File: src/sti_pkg.sv
// ----------------------------------------------------------------------------
// sti_pkg
// shared widths, types and constants of the servo target interpolator
// ----------------------------------------------------------------------------
package sti_pkg;

  localparam int PULSE_W   = 16;
  localparam int TICK_BITS = 16;
  localparam int PROD_W    = PULSE_W + TICK_BITS;
  localparam int CNT_W     = $clog2(PROD_W);

  typedef logic [PULSE_W-1:0]   pulse_t;
  typedef logic [TICK_BITS-1:0] tick_t;
  typedef logic [CNT_W-1:0]     cnt_t;

  localparam pulse_t PULSE_RESET = PULSE_W'(1500);

endpackage

File: src/sti_if.sv
// ----------------------------------------------------------------------------
// sti_in_if / sti_out_if
// valid/ready channels carrying control ticks and smoothed pulse pairs
// ----------------------------------------------------------------------------
interface sti_in_if;
  logic            valid;
  logic            ready;
  logic            has_command;
  sti_pkg::pulse_t pan_target;
  sti_pkg::pulse_t tilt_target;

  modport source (output valid, has_command, pan_target, tilt_target, input ready);
  modport sink   (input valid, has_command, pan_target, tilt_target, output ready);
endinterface

interface sti_out_if;
  logic            valid;
  logic            ready;
  sti_pkg::pulse_t pan_pulse;
  sti_pkg::pulse_t tilt_pulse;

  modport source (output valid, pan_pulse, tilt_pulse, input ready);
  modport sink   (input valid, pan_pulse, tilt_pulse, output ready);
endinterface

File: src/sti_muldiv.sv
// ----------------------------------------------------------------------------
// sti_muldiv
// bit-serial blend: base + floor((goal - base) * step / span)
// ----------------------------------------------------------------------------
module sti_muldiv (
  input  logic            clk,
  input  logic            rst_n,
  input  logic            start,
  input  sti_pkg::pulse_t base,
  input  sti_pkg::pulse_t goal,
  input  sti_pkg::tick_t  step,
  input  sti_pkg::tick_t  span,
  output logic            done,
  output sti_pkg::pulse_t pulse
);
  import sti_pkg::*;

  typedef enum logic [1:0] {P_IDLE, P_MUL, P_DIV, P_FIN} phase_t;

  phase_t                   phase_r, phase_nxt;
  cnt_t                     cnt_r, cnt_nxt;
  logic [PROD_W-1:0]        prod_r, prod_nxt;
  tick_t                    rem_r, rem_nxt;
  tick_t                    span_r, span_nxt;
  pulse_t                   mag_r, mag_nxt;
  pulse_t                   base_r, base_nxt;
  logic                     neg_r, neg_nxt;
  logic                     done_r, done_nxt;
  pulse_t                   pulse_r, pulse_nxt;

  logic [PULSE_W:0]         diff;
  logic [PULSE_W:0]         diff_mag;
  logic [PULSE_W:0]         add_sum;
  logic [TICK_BITS:0]       trial;
  logic                     ge;
  tick_t                    trial_sub;
  pulse_t                   quo;

  always_comb begin
    diff      = {1'b0, goal} - {1'b0, base};
    diff_mag  = diff[PULSE_W] ? (~diff + 1'b1) : diff;
    // shift-add multiply step, one multiplier bit per cycle
    add_sum   = {1'b0, prod_r[PROD_W-1:TICK_BITS]} + (prod_r[0] ? {1'b0, mag_r} : '0);
    // restoring divide step, one quotient bit per cycle
    trial     = {rem_r, prod_r[PROD_W-1]};
    ge        = (trial >= {1'b0, span_r});
    trial_sub = TICK_BITS'(trial - {1'b0, span_r});
    quo       = prod_r[PULSE_W-1:0];
  end

  always_comb begin
    phase_nxt = phase_r;
    cnt_nxt   = cnt_r;
    prod_nxt  = prod_r;
    rem_nxt   = rem_r;
    span_nxt  = span_r;
    mag_nxt   = mag_r;
    base_nxt  = base_r;
    neg_nxt   = neg_r;
    done_nxt  = 1'b0;
    pulse_nxt = pulse_r;
    case (phase_r)
      P_IDLE: begin
        if (start) begin
          mag_nxt   = diff_mag[PULSE_W-1:0];
          neg_nxt   = diff[PULSE_W];
          base_nxt  = base;
          span_nxt  = span;
          prod_nxt  = {{PULSE_W{1'b0}}, step};
          rem_nxt   = '0;
          cnt_nxt   = '0;
          phase_nxt = P_MUL;
        end
      end
      P_MUL: begin
        prod_nxt = {add_sum, prod_r[TICK_BITS-1:1]};
        cnt_nxt  = cnt_r + 1'b1;
        if (cnt_r == CNT_W'(TICK_BITS - 1)) begin
          cnt_nxt   = '0;
          phase_nxt = P_DIV;
        end
      end
      P_DIV: begin
        rem_nxt  = ge ? trial_sub : trial[TICK_BITS-1:0];
        prod_nxt = {prod_r[PROD_W-2:0], ge};
        cnt_nxt  = cnt_r + 1'b1;
        if (cnt_r == CNT_W'(PROD_W - 1)) begin
          cnt_nxt   = '0;
          phase_nxt = P_FIN;
        end
      end
      P_FIN: begin
        // negative slope rounds toward minus infinity
        pulse_nxt = neg_r ? (base_r - quo - PULSE_W'(rem_r != '0)) : (base_r + quo);
        done_nxt  = 1'b1;
        phase_nxt = P_IDLE;
      end
      default: phase_nxt = P_IDLE;
    endcase
  end

  always_ff @(posedge clk) begin
    if (!rst_n) begin
      phase_r <= P_IDLE;
      done_r  <= 1'b0;
      cnt_r   <= '0;
    end else begin
      phase_r <= phase_nxt;
      done_r  <= done_nxt;
      cnt_r   <= cnt_nxt;
    end
    prod_r  <= prod_nxt;
    rem_r   <= rem_nxt;
    span_r  <= span_nxt;
    mag_r   <= mag_nxt;
    base_r  <= base_nxt;
    neg_r   <= neg_nxt;
    pulse_r <= pulse_nxt;
  end

  assign done  = done_r;
  assign pulse = pulse_r;

endmodule

File: src/servo_target_interpolator_top.sv
// ----------------------------------------------------------------------------
// servo_target_interpolator_top
// linear setpoint interpolation of pan and tilt servo pulses, one tick per item
// ----------------------------------------------------------------------------
// Each input transfer is one control tick, optionally carrying a new pan/tilt
// target; each tick gives exactly one output transfer with the smoothed pulse
// pair. The block works on one tick at a time. A tick with no motion, a zero
// span or a step at or past the span goes from S_IDLE straight to S_PUSH, which
// loads the output register once it is free, then back to S_IDLE. A tick that
// needs a blend waits in S_CALC while both axes run through bit-serial
// multiply/divide units in parallel: a shift-add multiply over the TICK_BITS
// multiplier bits, then a restoring divide over the PULSE_W + TICK_BITS bits of
// the product; S_PUSH then takes the blended pair to the output register.
// The next tick is taken once the result sits in the output register; it may
// be taken while that result still waits to be transferred.
// ----------------------------------------------------------------------------
module servo_target_interpolator_top (
  input  logic       clk,
  input  logic       rst_n,
  sti_in_if.sink     in_ch,
  sti_out_if.source  out_ch
);
  import sti_pkg::*;

  typedef enum logic [1:0] {S_IDLE, S_CALC, S_PUSH} state_t;

  state_t state_r, state_nxt;

  // interpolation state
  tick_t  tick_r, tick_nxt;
  tick_t  last_r, last_nxt;
  tick_t  span_r, span_nxt;
  tick_t  step_r, step_nxt;
  logic   pend_r, pend_nxt;
  pulse_t start_pan_r, start_pan_nxt;
  pulse_t start_tilt_r, start_tilt_nxt;
  pulse_t goal_pan_r, goal_pan_nxt;
  pulse_t goal_tilt_r, goal_tilt_nxt;
  pulse_t cur_pan_r, cur_pan_nxt;
  pulse_t cur_tilt_r, cur_tilt_nxt;

  // blend unit kick and output register
  logic   calc_go_r, calc_go_nxt;
  logic   out_valid_r, out_valid_nxt;
  pulse_t out_pan_r, out_pan_nxt;
  pulse_t out_tilt_r, out_tilt_nxt;

  logic   accept;
  logic   pend_eff;
  logic   restart;
  tick_t  span_eff;
  tick_t  step_eff;
  tick_t  step_inc;
  logic   moving;
  logic   pan_done, tilt_done;
  pulse_t pan_blend, tilt_blend;

  assign accept = in_ch.valid && in_ch.ready;

  always_comb begin
    state_nxt      = state_r;
    tick_nxt       = tick_r;
    last_nxt       = last_r;
    span_nxt       = span_r;
    step_nxt       = step_r;
    pend_nxt       = pend_r;
    start_pan_nxt  = start_pan_r;
    start_tilt_nxt = start_tilt_r;
    goal_pan_nxt   = goal_pan_r;
    goal_tilt_nxt  = goal_tilt_r;
    cur_pan_nxt    = cur_pan_r;
    cur_tilt_nxt   = cur_tilt_r;
    calc_go_nxt    = 1'b0;
    out_valid_nxt  = out_valid_r && !out_ch.ready;
    out_pan_nxt    = out_pan_r;
    out_tilt_nxt   = out_tilt_r;

    // tick bookkeeping, all on the arriving item
    if (accept && in_ch.has_command) begin
      goal_pan_nxt  = in_ch.pan_target;
      goal_tilt_nxt = in_ch.tilt_target;
    end
    pend_eff = pend_r || in_ch.has_command;
    restart  = pend_eff && (tick_r != last_r);
    span_eff = restart ? (tick_r - last_r) : span_r;
    step_eff = restart ? '0 : step_r;
    // saturating step counter
    step_inc = (step_eff == '1) ? step_eff : (step_eff + 1'b1);
    moving   = (cur_pan_r != goal_pan_nxt) || (cur_tilt_r != goal_tilt_nxt);

    case (state_r)
      S_IDLE: begin
        if (accept) begin
          tick_nxt  = tick_r + 1'b1;
          pend_nxt  = pend_eff && !restart;
          span_nxt  = span_eff;
          step_nxt  = step_eff;
          state_nxt = S_PUSH;
          if (restart) begin
            last_nxt       = tick_r;
            start_pan_nxt  = cur_pan_r;
            start_tilt_nxt = cur_tilt_r;
          end
          if (moving) begin
            step_nxt = step_inc;
            if (span_eff != '0) begin
              if (step_inc >= span_eff) begin
                // past the end of the ramp: land on the goal
                cur_pan_nxt  = goal_pan_nxt;
                cur_tilt_nxt = goal_tilt_nxt;
              end else begin
                calc_go_nxt = 1'b1;
                state_nxt   = S_CALC;
              end
            end
          end
        end
      end
      S_CALC: begin
        if (pan_done && tilt_done) begin
          cur_pan_nxt  = pan_blend;
          cur_tilt_nxt = tilt_blend;
          state_nxt    = S_PUSH;
        end
      end
      S_PUSH: begin
        if (!out_valid_r || out_ch.ready) begin
          out_valid_nxt = 1'b1;
          out_pan_nxt   = cur_pan_r;
          out_tilt_nxt  = cur_tilt_r;
          state_nxt     = S_IDLE;
        end
      end
      default: state_nxt = S_IDLE;
    endcase
  end

  always_ff @(posedge clk) begin
    if (!rst_n) begin
      state_r      <= S_IDLE;
      tick_r       <= '0;
      last_r       <= '0;
      span_r       <= '0;
      step_r       <= '0;
      pend_r       <= 1'b0;
      start_pan_r  <= PULSE_RESET;
      start_tilt_r <= PULSE_RESET;
      goal_pan_r   <= PULSE_RESET;
      goal_tilt_r  <= PULSE_RESET;
      cur_pan_r    <= PULSE_RESET;
      cur_tilt_r   <= PULSE_RESET;
      calc_go_r    <= 1'b0;
      out_valid_r  <= 1'b0;
    end else begin
      state_r      <= state_nxt;
      tick_r       <= tick_nxt;
      last_r       <= last_nxt;
      span_r       <= span_nxt;
      step_r       <= step_nxt;
      pend_r       <= pend_nxt;
      start_pan_r  <= start_pan_nxt;
      start_tilt_r <= start_tilt_nxt;
      goal_pan_r   <= goal_pan_nxt;
      goal_tilt_r  <= goal_tilt_nxt;
      cur_pan_r    <= cur_pan_nxt;
      cur_tilt_r   <= cur_tilt_nxt;
      calc_go_r    <= calc_go_nxt;
      out_valid_r  <= out_valid_nxt;
    end
    out_pan_r  <= out_pan_nxt;
    out_tilt_r <= out_tilt_nxt;
  end

  // one serial blend unit per axis, started together so they finish together
  sti_muldiv u_pan (
    .clk   (clk),
    .rst_n (rst_n),
    .start (calc_go_r),
    .base  (start_pan_r),
    .goal  (goal_pan_r),
    .step  (step_r),
    .span  (span_r),
    .done  (pan_done),
    .pulse (pan_blend)
  );

  sti_muldiv u_tilt (
    .clk   (clk),
    .rst_n (rst_n),
    .start (calc_go_r),
    .base  (start_tilt_r),
    .goal  (goal_tilt_r),
    .step  (step_r),
    .span  (span_r),
    .done  (tilt_done),
    .pulse (tilt_blend)
  );

  assign in_ch.ready       = (state_r == S_IDLE);
  assign out_ch.valid      = out_valid_r;
  assign out_ch.pan_pulse  = out_pan_r;
  assign out_ch.tilt_pulse = out_tilt_r;

endmodule

File: src/flat_wrapper.sv
// flat-port wrapper written by rule: the top's interface ports become plain ports
module servo_target_interpolator_top_flat import sti_pkg::*;
  (clk, rst_n, in_ch_valid, in_ch_has_command, in_ch_pan_target, in_ch_tilt_target, in_ch_ready, out_ch_valid, out_ch_pan_pulse, out_ch_tilt_pulse, out_ch_ready);
  sti_in_if in_ch_i ();
  sti_out_if out_ch_i ();
  input  logic clk;
  input  logic rst_n;
  input wire logic [$bits(in_ch_i.valid)-1:0] in_ch_valid;
  input wire logic [$bits(in_ch_i.has_command)-1:0] in_ch_has_command;
  input wire logic [$bits(in_ch_i.pan_target)-1:0] in_ch_pan_target;
  input wire logic [$bits(in_ch_i.tilt_target)-1:0] in_ch_tilt_target;
  output wire logic [$bits(in_ch_i.ready)-1:0] in_ch_ready;
  output wire logic [$bits(out_ch_i.valid)-1:0] out_ch_valid;
  output wire logic [$bits(out_ch_i.pan_pulse)-1:0] out_ch_pan_pulse;
  output wire logic [$bits(out_ch_i.tilt_pulse)-1:0] out_ch_tilt_pulse;
  input wire logic [$bits(out_ch_i.ready)-1:0] out_ch_ready;
  assign in_ch_i.valid = in_ch_valid;
  assign in_ch_i.has_command = in_ch_has_command;
  assign in_ch_i.pan_target = in_ch_pan_target;
  assign in_ch_i.tilt_target = in_ch_tilt_target;
  assign in_ch_ready = in_ch_i.ready;
  assign out_ch_valid = out_ch_i.valid;
  assign out_ch_pan_pulse = out_ch_i.pan_pulse;
  assign out_ch_tilt_pulse = out_ch_i.tilt_pulse;
  assign out_ch_i.ready = out_ch_ready;
  servo_target_interpolator_top u_core (.clk(clk), .rst_n(rst_n), .in_ch(in_ch_i), .out_ch(out_ch_i));
endmodule
File: config.mk
export PLATFORM = sky130hd
export DESIGN_NAME = servo_target_interpolator_top_flat
export DESIGN_NICKNAME = d
export VERILOG_FILES = /design/src/sti_pkg.sv /design/src/sti_if.sv /design/src/sti_muldiv.sv /design/src/servo_target_interpolator_top.sv /design/src/flat_wrapper.sv
export SDC_FILE = /design/constraint.sdc
export NUM_CORES = 1
export LEC_CHECK = 0
export ABC_AREA = 1
export ABC_CLOCK_PERIOD_IN_PS = 6400
export BUFFER_PORTS_ARGS = -buffer_cell sky130_fd_sc_hd__buf_2
export CAP_MARGIN = 25
export CORE_MARGIN = 5
export CORE_UTILIZATION = 45
export DETAILED_ROUTE_END_ITERATION = 8
export PLACE_DENSITY_LB_ADDON = 0.12
export SLEW_MARGIN = 10
export SYNTH_ARGS = -nofsm -noshare
export SYNTH_HDL_FRONTEND = slang
export SYNTH_HIERARCHICAL = 1
export SYNTH_SLANG_ARGS = --single-unit
File: constraint.sdc
create_clock -name clk -period 6.4 [get_ports clk]
set_input_delay 0.64 -clock clk [delete_from_list [all_inputs] [get_ports clk]]
set_output_delay 0.64 -clock clk [all_outputs]
set_load 0.02 [all_outputs]
=== Word level (Yosys, flattened, before mapping) ===
Index checks and enable logic that the tools add are counted.

* Muxes and demuxes: 58
* Equal/unequal tests: 28
* Reduce and logical (&&, ||, !) cells: 37
* Divide/modulo/power cells: 0
* Magnitude comparators: 3
* Bitwise operators: 2
* Shift-type cells: 0
* Add/sub/neg operators: 19
* Multipliers: 0

{| class="wikitable"
|+ Operators with widths
! operator !! count
|-
| $mux 16 || 25
|-
| $pmux 32 s3 || 2
|-
| $pmux 16 s2 || 4
|-
| $sub 16x16->16 || 5
|-
| $add 16x1->16 const B || 4
|-
| $ne 16x16->1 || 3
|-
| $reduce_bool 16->1 || 3
|-
| $add 16x16->17 || 2
|-
| $ge 17x16->1 || 2
|-
| $sub 16x16->17 || 2
|-
| $add 16x16->16 || 2
|-
| $mux 32 || 1
|-
| $not 16->16 || 2
|-
| $sub 16x1->16 || 2
|-
| $pmux 5 s3 || 2
|-
| $mux 5 || 5
|-
| $mux 2 || 11
|-
| $eq 16x16->1 const B || 1
|-
| $ge 16x16->1 || 1
|-
| $ne 2x2->1 const B || 8
|-
| $pmux 2 s4 || 2
|-
| $reduce_and 2->1 || 8
|-
| $reduce_and 3->1 || 4
|-
| $add 5x1->5 const B || 2
|-
| 15 further kinds || 44
|}

* ROM bits: 0
* RAM bits: 0
* Memories: 0
* Flip-flop bits (word level): 439
* Input bits: 37
* Bits in latches: 0

=== Logic depth before layout (Yosys ltp) ===
* Depth in word-level cells: 11
* Mapped depth: 34
* Mapped depth without buffers: 31

=== By module ===
The synthesis kept the hierarchy.

{| class="wikitable"
|+ By module, submodules not included
! module !! instances !! area an instance (um^2) !! cells each !! sequential area each (um^2)
|-
| servo_target_interpolator_top || 1 || 10814.1 || 1602 || 4264.1
|-
| sti_muldiv at u_core.u_pan || 1 || 9728.1 || 1270 || 3553.4
|-
| sti_muldiv at u_core.u_tilt || 1 || 9653.0 || 1266 || 3553.4
|}

=== Least setup slack after synthesis ===
Ideal clock, no wire load.

* Kind: flip-flop to flip-flop
* Start: register u_core.last_r[8]
* End: register u_core.cur_pan_r[2]
* Slack: 2373 ps
* Library setup time: 134 ps
* Stages on the path, launching flop included: 33
* Path buffers: 3
* Data arrival time: 3893 ps
* Cells stage by stage: dfxtp_1 -> inv_1 -> ha_1 -> nand2_1 -> nor2_2 -> and2_1 -> nand2_1 -> nand2_1 -> buf_6 -> buf_6 -> nand2_1 -> inv_1 -> ha_1 -> nand3_1 -> nor2_1 -> nand3_1 -> xor2_1 -> nand2_1 -> ha_1 -> nand2_1 -> inv_1 -> nand3_1 -> nor2_1 -> inv_1 -> o21ai_0 -> a31oi_1 -> nor2_1 -> nand2_2 -> nand2_4 -> nand2_4 -> buf_4 -> nand2_1 -> nand3_1

* Cells in the longest elaborated chain, start to end: 8
* Elaborated cells between the ends (all ways): 13
* Those cells by class: add/sub: 2; order compare: 1; eq/ne: 4; mux: 3; reduce/logical: 3

{| class="wikitable"
|+ Ends and longest elaborated chain
! item !! RTL line !! source
|-
| start, declared || servo_target_interpolator_top.sv:31 || <nowiki>tick_t last_r, last_nxt;</nowiki>
|-
| start signal, assigned || servo_target_interpolator_top.sv:157 || <nowiki>last_r <= last_nxt;</nowiki>
|-
| $ne 16x16->1 || servo_target_interpolator_top.sv:84 || <nowiki>restart = pend_eff && (tick_r != last_r);</nowiki>
|-
| $logic_and 1x1->1 || servo_target_interpolator_top.sv:84 ||
|-
| $mux 16 || servo_target_interpolator_top.sv:86 || <nowiki>step_eff = restart ? '0 : step_r;</nowiki>
|-
| $add 16x1->16 / $eq 16x16->1 (equally long branches) || servo_target_interpolator_top.sv:88 || <nowiki>step_inc = (step_eff == '1) ? step_eff : (step_eff + 1'b1);</nowiki>
|-
| $mux 16 || servo_target_interpolator_top.sv:88 ||
|-
| $ge 16x16->1 || servo_target_interpolator_top.sv:107 || <nowiki>if (step_inc >= span_eff) begin</nowiki>
|-
| $ne 2x2->1 (no source line) || n/a ||
|-
| $reduce_and 6->1 (no source line) * || n/a ||
|-
| end signal, assigned || servo_target_interpolator_top.sv:165 || <nowiki>cur_pan_r <= cur_pan_nxt;</nowiki>
|-
| end, declared || servo_target_interpolator_top.sv:39 || <nowiki>pulse_t cur_pan_r, cur_pan_nxt;</nowiki>
|}

Every way passes the cells marked *; elsewhere a longest branch is shown, timed or not.
A chain may end at the register's enable or synchronous reset.

=== Worst setup path in the final report ===
* Start: register u_core.last_r[8]
* End: register u_core.cur_tilt_r[9]

* Cells in the longest elaborated chain, start to end: 8
* Elaborated cells between the ends (all ways): 13
* Those cells by class: add/sub: 2; order compare: 1; eq/ne: 4; mux: 3; reduce/logical: 3

{| class="wikitable"
|+ Ends and longest elaborated chain
! item !! RTL line !! source
|-
| $ne 16x16->1 || servo_target_interpolator_top.sv:84 ||
|-
| $logic_and 1x1->1 || servo_target_interpolator_top.sv:84 ||
|-
| $mux 16 || servo_target_interpolator_top.sv:86 ||
|-
| $add 16x1->16 / $eq 16x16->1 (equally long branches) || servo_target_interpolator_top.sv:88 ||
|-
| $mux 16 || servo_target_interpolator_top.sv:88 ||
|-
| $ge 16x16->1 || servo_target_interpolator_top.sv:107 ||
|-
| $ne 2x2->1 (no source line) || n/a ||
|-
| $reduce_and 6->1 (no source line) * || n/a ||
|-
| end signal, assigned || servo_target_interpolator_top.sv:166 || <nowiki>cur_tilt_r <= cur_tilt_nxt;</nowiki>
|-
| end, declared || servo_target_interpolator_top.sv:40 || <nowiki>pulse_t cur_tilt_r, cur_tilt_nxt;</nowiki>
|}

Marked as above.

==> flow_summary.json <==
{
  "status": "completed",
  "grt_use_total_pct": 22.88,
  "clkPwrFrac_pct": 17.3,
  "ant_nets": 0,
  "cts_buffer_depth": 3,
  "gp_congestion": 0.9060,
  "fin_crit_sh_pct": 82.28,
  "syn_nets": 4421,
  "drt-met1-wl_um": 39840,
  "maxCapViolCount": 0,
  "yosysWarnings": 6,
  "hp-class": "input pin to register",
  "path_max_fanout": 50,
  "dp_hpwl_um": 63650,
  "met2RoutedLength_um": 39100,
  "cp.arrival_ns": 5.77,
  "dieArea_mm2": 0.07238,
  "numCtsBuffers": 52,
  "cts_resized": 0,
  "worst_setup_path_start_kind": "register",
  "dr_wl_met3_um": 3391,
  "vias": 26236,
  "final.min_clock_period_ns": 5.266,
  "setup_viol": 0,
  "crit_path_max_incr_delay_ns": 0.48,
  "grt_antenna_before_repair": 0,
  "critical_path_class": "register to register",
  "die_x_um": 269.0,
  "synth_cell_types": 56,
  "seq_power_share_pct": 27.5,
  "fin_skew_ns": 0.04041,
  "worst_slack_ns": 1.134,
  "power.density_mw_per_mm2": 532.9,
  "synth_cells": 4138,
  "wl_per_cell_um": 16.61,
  "clock_latency_ns": 0.63,
  "synth_seq_area_share_pct": 37.66,
  "cp_slowest_cell": "nand2_4",
  "root_buffer": "clkbuf_16",
  "grt-ovfl-total": 0,
  "syn_area_per_cell_um2": 7.297,
  "htreeDepth": 2,
  "switchingPower_mw": 8.474,
  "cp_top_family": "simple AND/OR/NAND/NOR gates",
  "finalHoldViolCount": 0,
  "rows": 95,
  "cts_tree": "built",
  "drc": 0,
  "start_util_pct": 45.20,
  "fin_nets": 4453,
  "yosysTopAreaCell": "edfxtp_1",
  "ys_ff_latch": 439,
  "tns_ns": 0,
  "end_kind": "register",
  "grt_pass1_wl_um": 133200,
  "drtIter0Drc": 1934,
  "finalMaxSlewViolations": 0,
  "finalPower_mw": 17.64,
  "cts_sinks": 439,
  "yosysTopAreaCellShare_pct": 25.66,
  "tightest_slew_ns": 1.047,
  "viasPerCell": 5.157,
  "post-place-ws_ns": 1.143,
  "reg_top3": "u_core/u_pan/prod_r: 32 flops, u_core/u_tilt/prod_r: 32 flops",
  "grt_max_degree": 68,
  "highest_layer": "met4",
  "whs_ns": 0.3684,
  "synth_ff_type": "edfxtp_1",
  "synth-edff-count": 258,
  "netlist_top_cells_count": "1077 x nand2_1, 663 x inv_1, 387 x a21oi_1",
  "synth_async_sr_flop_share_pct": 0,
  "grt_pass1_vias": 24268,
  "netlist_area_mm2": 0.03020,
  "rrSetupSlack_ns": 1.13,
  "io_pins": 71,
  "clk_pin_slew_ns": 0.06,
  "drive_gt1_share_pct": 6.977,
  "relSlewSlack_pct": 30.19,
  "vdd_drop_max_mv": 0.3708,
  "area_growth_pct": 9.638,
  "comb_power_share_pct": 55.2,
  "synth.most_common_cell": "nand2_1",
  "synthTopCellsByArea": "edfxtp_1 26%, nand2_1 13%, dfxtp_1 12%, ha_1 9.7%, inv_1 8.2%",
  "port_buffers": 70,
  "coreArea_mm2": 0.06680,
  "diodes": 0,
  "max_clock_freq_mhz": 189.9,
  "cts_hold_buf": 0,
  "dr.pass1.iters": 5,
  "dieHeight_um": 269.0,
  "crit_buf_inv": 3,
  "drt-total-wl_um": 84510,
  "swShare_pct": 48.04,
  "rsz0062_at_grt": "no",
  "worstPathRequired_ns": 6.91,
  "p_int_mw": 9.167,
  "total_leakage_power_nw": 15.97,
  "post_cts_buffers": 0
}
## per-layer routing
| layer | GRT usage [%] | vias up |
|---|---|---|
| met5 | 0 | - |
| met4 | 5.839 | 0 |
| met3 | 2.537 | 107 |
| met2 | 37.79 | 531 |
| met1 | 32.32 | 12005 |
| li1 | - | 13593 |
## through the flow
stage          util, %  instances  area, um^2
3_3_place_gp     46.74       4984       31230
6_report         49.56       5087       33110
4_1_cts          49.50       5085       33070
2_1_floorplan        -       4138       30200
3_5_place_dp     46.83       4987       31280
5_1_grt          49.56       5087       33110
## power by group through the flow
stage               Sequential, mW  Combinational, mW  Clock, mW
global placement              4.90               9.63          0
global route                  4.93               11.1       3.25
finish                        4.84               9.74       3.06
detailed placement            4.90               9.67          0
floorplan                     4.60               7.54          0
CTS                           4.85               9.73       3.14
## placed cells by master (no fill, tap or decap), types with 7 or more instances in the layout
cell type     n
nor2_2       14
nand2_1    1077
dfxtp_1     181
ha_1        232
nand3_2       9
nand2_2      35
buf_4        21
o21ai_1      24
or2_2        12
nand3b_1     13
clkbuf_1      7
nand3_1     248
buf_2        69
xor2_1       41
fa_1         13
o211ai_1     32
nor4_1        8
inv_1       660
nor2_1      287
nand4_1      66
edfxtp_1    258
a211oi_1     14
o21bai_1     18
o21ai_0     240
clkinv_1      8
a21oi_1     387
inv_2        12
and2_1       12
nor3_1       30
clkbuf_16    59
a21o_1        7
xnor2_1      28
## layout make-up
type,count,area (um^2)
Timing Repair Buffer,95,598.1
Inverter,677,2544
Clock inverter,26,198.9
Multi-Input combinational cell,2905,15720
Fill cell,6727,33700
Tap cell,873,1092
Sequential cell,439,11370
Clock buffer,72,1585
## worst min-delay path, cell delays in order
cell and delay (ns):
buf_2 0.10, inv_1 0.04, nand2_1 0.07, nand2_1 0.07, nand2_1 0.05
## final timing paths
| check | startpoint | endpoint | cells after the start |
|---|---|---|---|
| min reg2reg | u_core/last_r[5]$_SDFFE_PN0P_ | u_core/last_r[5]$_SDFFE_PN0P_ | 2 |
| max reg2reg | u_core/last_r[8]$_SDFFE_PN0P_ | u_core/cur_tilt_r[9]$_SDFFE_PN0P_ | 27 |
| min | in_ch_tilt_target[4] | u_core/goal_tilt_r[4]$_SDFF_PN1_ | 5 |
| max | u_core/last_r[8]$_SDFFE_PN0P_ | u_core/cur_tilt_r[9]$_SDFFE_PN0P_ | 27 |
## cell families after synthesis
| logic type | Yosys count | synth area share [%] |
|---|---|---|
| XOR/XNOR | 70 | 2.055 |
| multiplexers | 2 | 0.06630 |
| AND/OR/NAND/NOR | 1835 | 25.97 |
| buffers and inverters | 794 | 10.40 |
| adder cells (fa/ha/maj) | 246 | 10.52 |
| flip-flops | 439 | 37.66 |
| AO/OA/AOI/OAI | 752 | 13.33 |
No activity file was read; power rests on OpenSTA's default activity.
